[config.mk]
export PLATFORM = sky130hd
export DESIGN_NAME = smvf_dly
export DESIGN_NICKNAME = d
export VERILOG_FILES = /design/src/rtl/core/smvf_dly.sv
export SDC_FILE = /design/constraint.sdc
export NUM_CORES = 1
export LEC_CHECK = 0
export BUFFER_PORTS_ARGS = -buffer_cell sky130_fd_sc_hd__buf_2
export CORE_MARGIN = 5
export CORE_UTILIZATION = 50
export DETAILED_ROUTE_END_ITERATION = 16
export HOLD_SLACK_MARGIN = 0.12
export PLACE_DENSITY = 0.72
export SLEW_MARGIN = 20
export SYNTH_ARGS = -nofsm -noshare
export SYNTH_HDL_FRONTEND = slang
export SYNTH_SLANG_ARGS = --single-unit
[constraint.sdc]
create_clock -name aclk -period 2.2 [get_ports aclk]
set_clock_uncertainty 0.15 [all_clocks]
set_input_delay 0.44 -clock aclk [delete_from_list [all_inputs] [get_ports aclk]]
set_output_delay 0.44 -clock aclk [all_outputs]
set_load 0.01 [all_outputs]
[src/rtl/core/smvf_dly.sv]
`default_nettype none

module smvf_dly #(
    parameter int unsigned W = 64,
    parameter int unsigned N = 4
) (
    input  wire logic         aclk,
    input  wire logic         en,
    input  wire logic [W-1:0] d,
    output logic      [W-1:0] q
);

    logic [W-1:0] sr_reg [N];

    always_ff @(posedge aclk) begin
        if (en) begin
            sr_reg[0] <= d;
            for (int k = 1; k < N; k++) begin
                sr_reg[k] <= sr_reg[k-1];
            end
        end
    end

    assign q = sr_reg[N-1];

endmodule

`default_nettype wire

==> results_dict.tcl <==
set metrics [dict create \
    drtPass1Iterations 4 \
    power-per-cell-area_nw_per_um2 1000 \
    insertion_delay_ns 0.51 \
    placed_cell_area_um2 8680 \
    rsz0062_at_grt "false" \
    drc_errors 0 \
    ir_drop_mv 0.734 \
    cts_max_level 1 \
    final_antenna_net_count 0 \
    arrival_ns 1.08 \
    min_path_type "in2reg" \
    tightest_slew_ns 0.350 \
    critical_path_class "reg2out" \
    cts_tree "built" \
    finalSetupViolations 0 \
    antenna_found_initial 3 \
    cts_num_sinks 256 \
    drt-initial-drc-count 205 \
    hp-start "en" \
    ys_types 1 \
    synth_top_area_cell "edfxtp_1" \
    yosysTopAreaCellShare_pct 100 \
    slew_viol_final 0 \
    syn-num-nets 322 \
    die_area_um2 18000 \
    post-route-period-util_pct 76.1 \
    start_util_pct 50.8 \
    crit_start "sr_reg[3][31]" \
    slew-limit-headroom_pct 76.7 \
    groute.usage.overall_pct 12.3 \
    ys_top_cells_by_area "edfxtp_1 (100%)" \
    leakage_nw 3.72 \
    first_global_vias 3307 \
    place.gp.congestion 0.675 \
    hold_viol 0 \
    wire_per_inst_um 15.9 \
    worstSetupStartpointType "register" \
    end_kind "output pin" \
    nFillCells 929 \
    cp_max_fo 1 \
    cts_resized 0 \
    path_cells "buf_2" \
    yosysWarnings 0 \
    synthesis.area_um2 7690 \
    critical-path-max-stage-delay_ns 0.41 \
    clockRootBuffer "clkbuf_16" \
    port_buffers 129 \
    cts_max_path_buffers 3 \
    fin_area_um2 10100 \
    ioPinCount 130 \
    drt_wl_total_mm 11.0 \
    largest_reg_flops 256 \
    area_growth_syn_to_layout_pct 31.4 \
    status "finished, final reports clean" \
    vias_per_cell 4.58 \
    num_vias 3166 \
    rows 45 \
    clk_pin_slew_ns 0.06 \
    drive_gt1_share_pct 34.5 \
    critical_path_buf_inv_count 1 \
    ys_ff_latch 256 \
    globalRouteOverflowTotal 0 \
    grt_max_degree 57 \
    fin_nets 549 \
    cts_buffers 25 \
    clock.fmax_mhz 597 \
    min_period_ns 1.67 \
    coreArea_um2 15100 \
    cts_setup_buffers 0 \
    cp.required_ns 1.61 \
    multi_input_cells 0 \
    synthesis.instances 256 \
    postSynthAreaPerCell_um2 30.0 \
    multi_input_area_um2 0 \
    die_x_um 134 \
    cts_hold_buf 64 \
    rr_startpoint "sr_reg[2][59]" \
    place_hpwl_mm 6.14 \
    die_h_um 134 \
    tns_ns 0 \
    cp_top_family "flip-flops" \
    grt_pass1_wl_mm 17.2 \
    seq_area_frac_synth_pct 100 \
    maxCapViolCount 0 \
    crit_slowest_cell "edfxtp_1" \
]
## area by class of cell
type	instances	area, µm²	share of cell area [%]
Tap cell	188	235	2.33
Antenna cell	3	7.51	0.0743
Clock buffer	28	637	6.30
Clock inverter	17	138	1.36
Sequential cell	256	7690	76.1
Timing Repair Buffer	200	1400	13.8
## metal layers
layer  up-vias  part of all wire, %  global-route usage, %
li1       1515                    -                      -
met1      1506                   42                   16.4
met2       119                   48                   19.5
met3        26                  8.2                   3.56
met4         0                  2.1                   4.46
met5         -                    0                      0
## placed cells by master (no fill, tap or decap)
master         instances
clkinvlp_4             2
clkbuf_16             25
clkinv_2               7
clkinv_1               5
diode_2                3
buf_12                 4
buf_2                128
inv_6                  1
bufinv_16              2
edfxtp_1             256
dlygate4sd3_1         64
buf_8                  1
clkbuf_1               3
buf_4                  3
## power breakdown
part	switching (mW)	total (mW)	internal, mW
combinational	0.183	0.360	0.176
sequential	0.0813	5.83	5.75
clock	1.64	3.95	2.31
## logic make-up (layout without fill, tap and decap cells)
group	count (synthesis)	after routing	share of synthesized area [%]
DFF	256	256	100
buffers and inverters	0	245	0
other	0	3	0
## path summary, 6_finish.rpt
path / end / slack (ns) / cells past startpoint
min: sr_reg[0][7] / 0.18 / 1
max: q[31] / 0.53 / 1
min reg2reg: sr_reg[2][29] / 0.26 / 0
max reg2reg: sr_reg[3][59] / 1.38 / 0
## through the flow
stage	util (%)	power [mW]	std cells	setup slack, ns	hold WS, ns
finish	66.7	10.1	692	0.526	0.179
global route	66.7	10.6	692	0.480	0.172
CTS	66.7	10.3	689	0.497	0.173
detailed placement	57.3	6.21	580	0.611	0.255
global placement	57.3	6.18	580	0.646	0.250
floorplan	-	5.94	256	1.22	0.250
## cells in the mapped netlist (all sizes together)
master  count
edfxtp    256
Power figures use the tool's default switching activity.
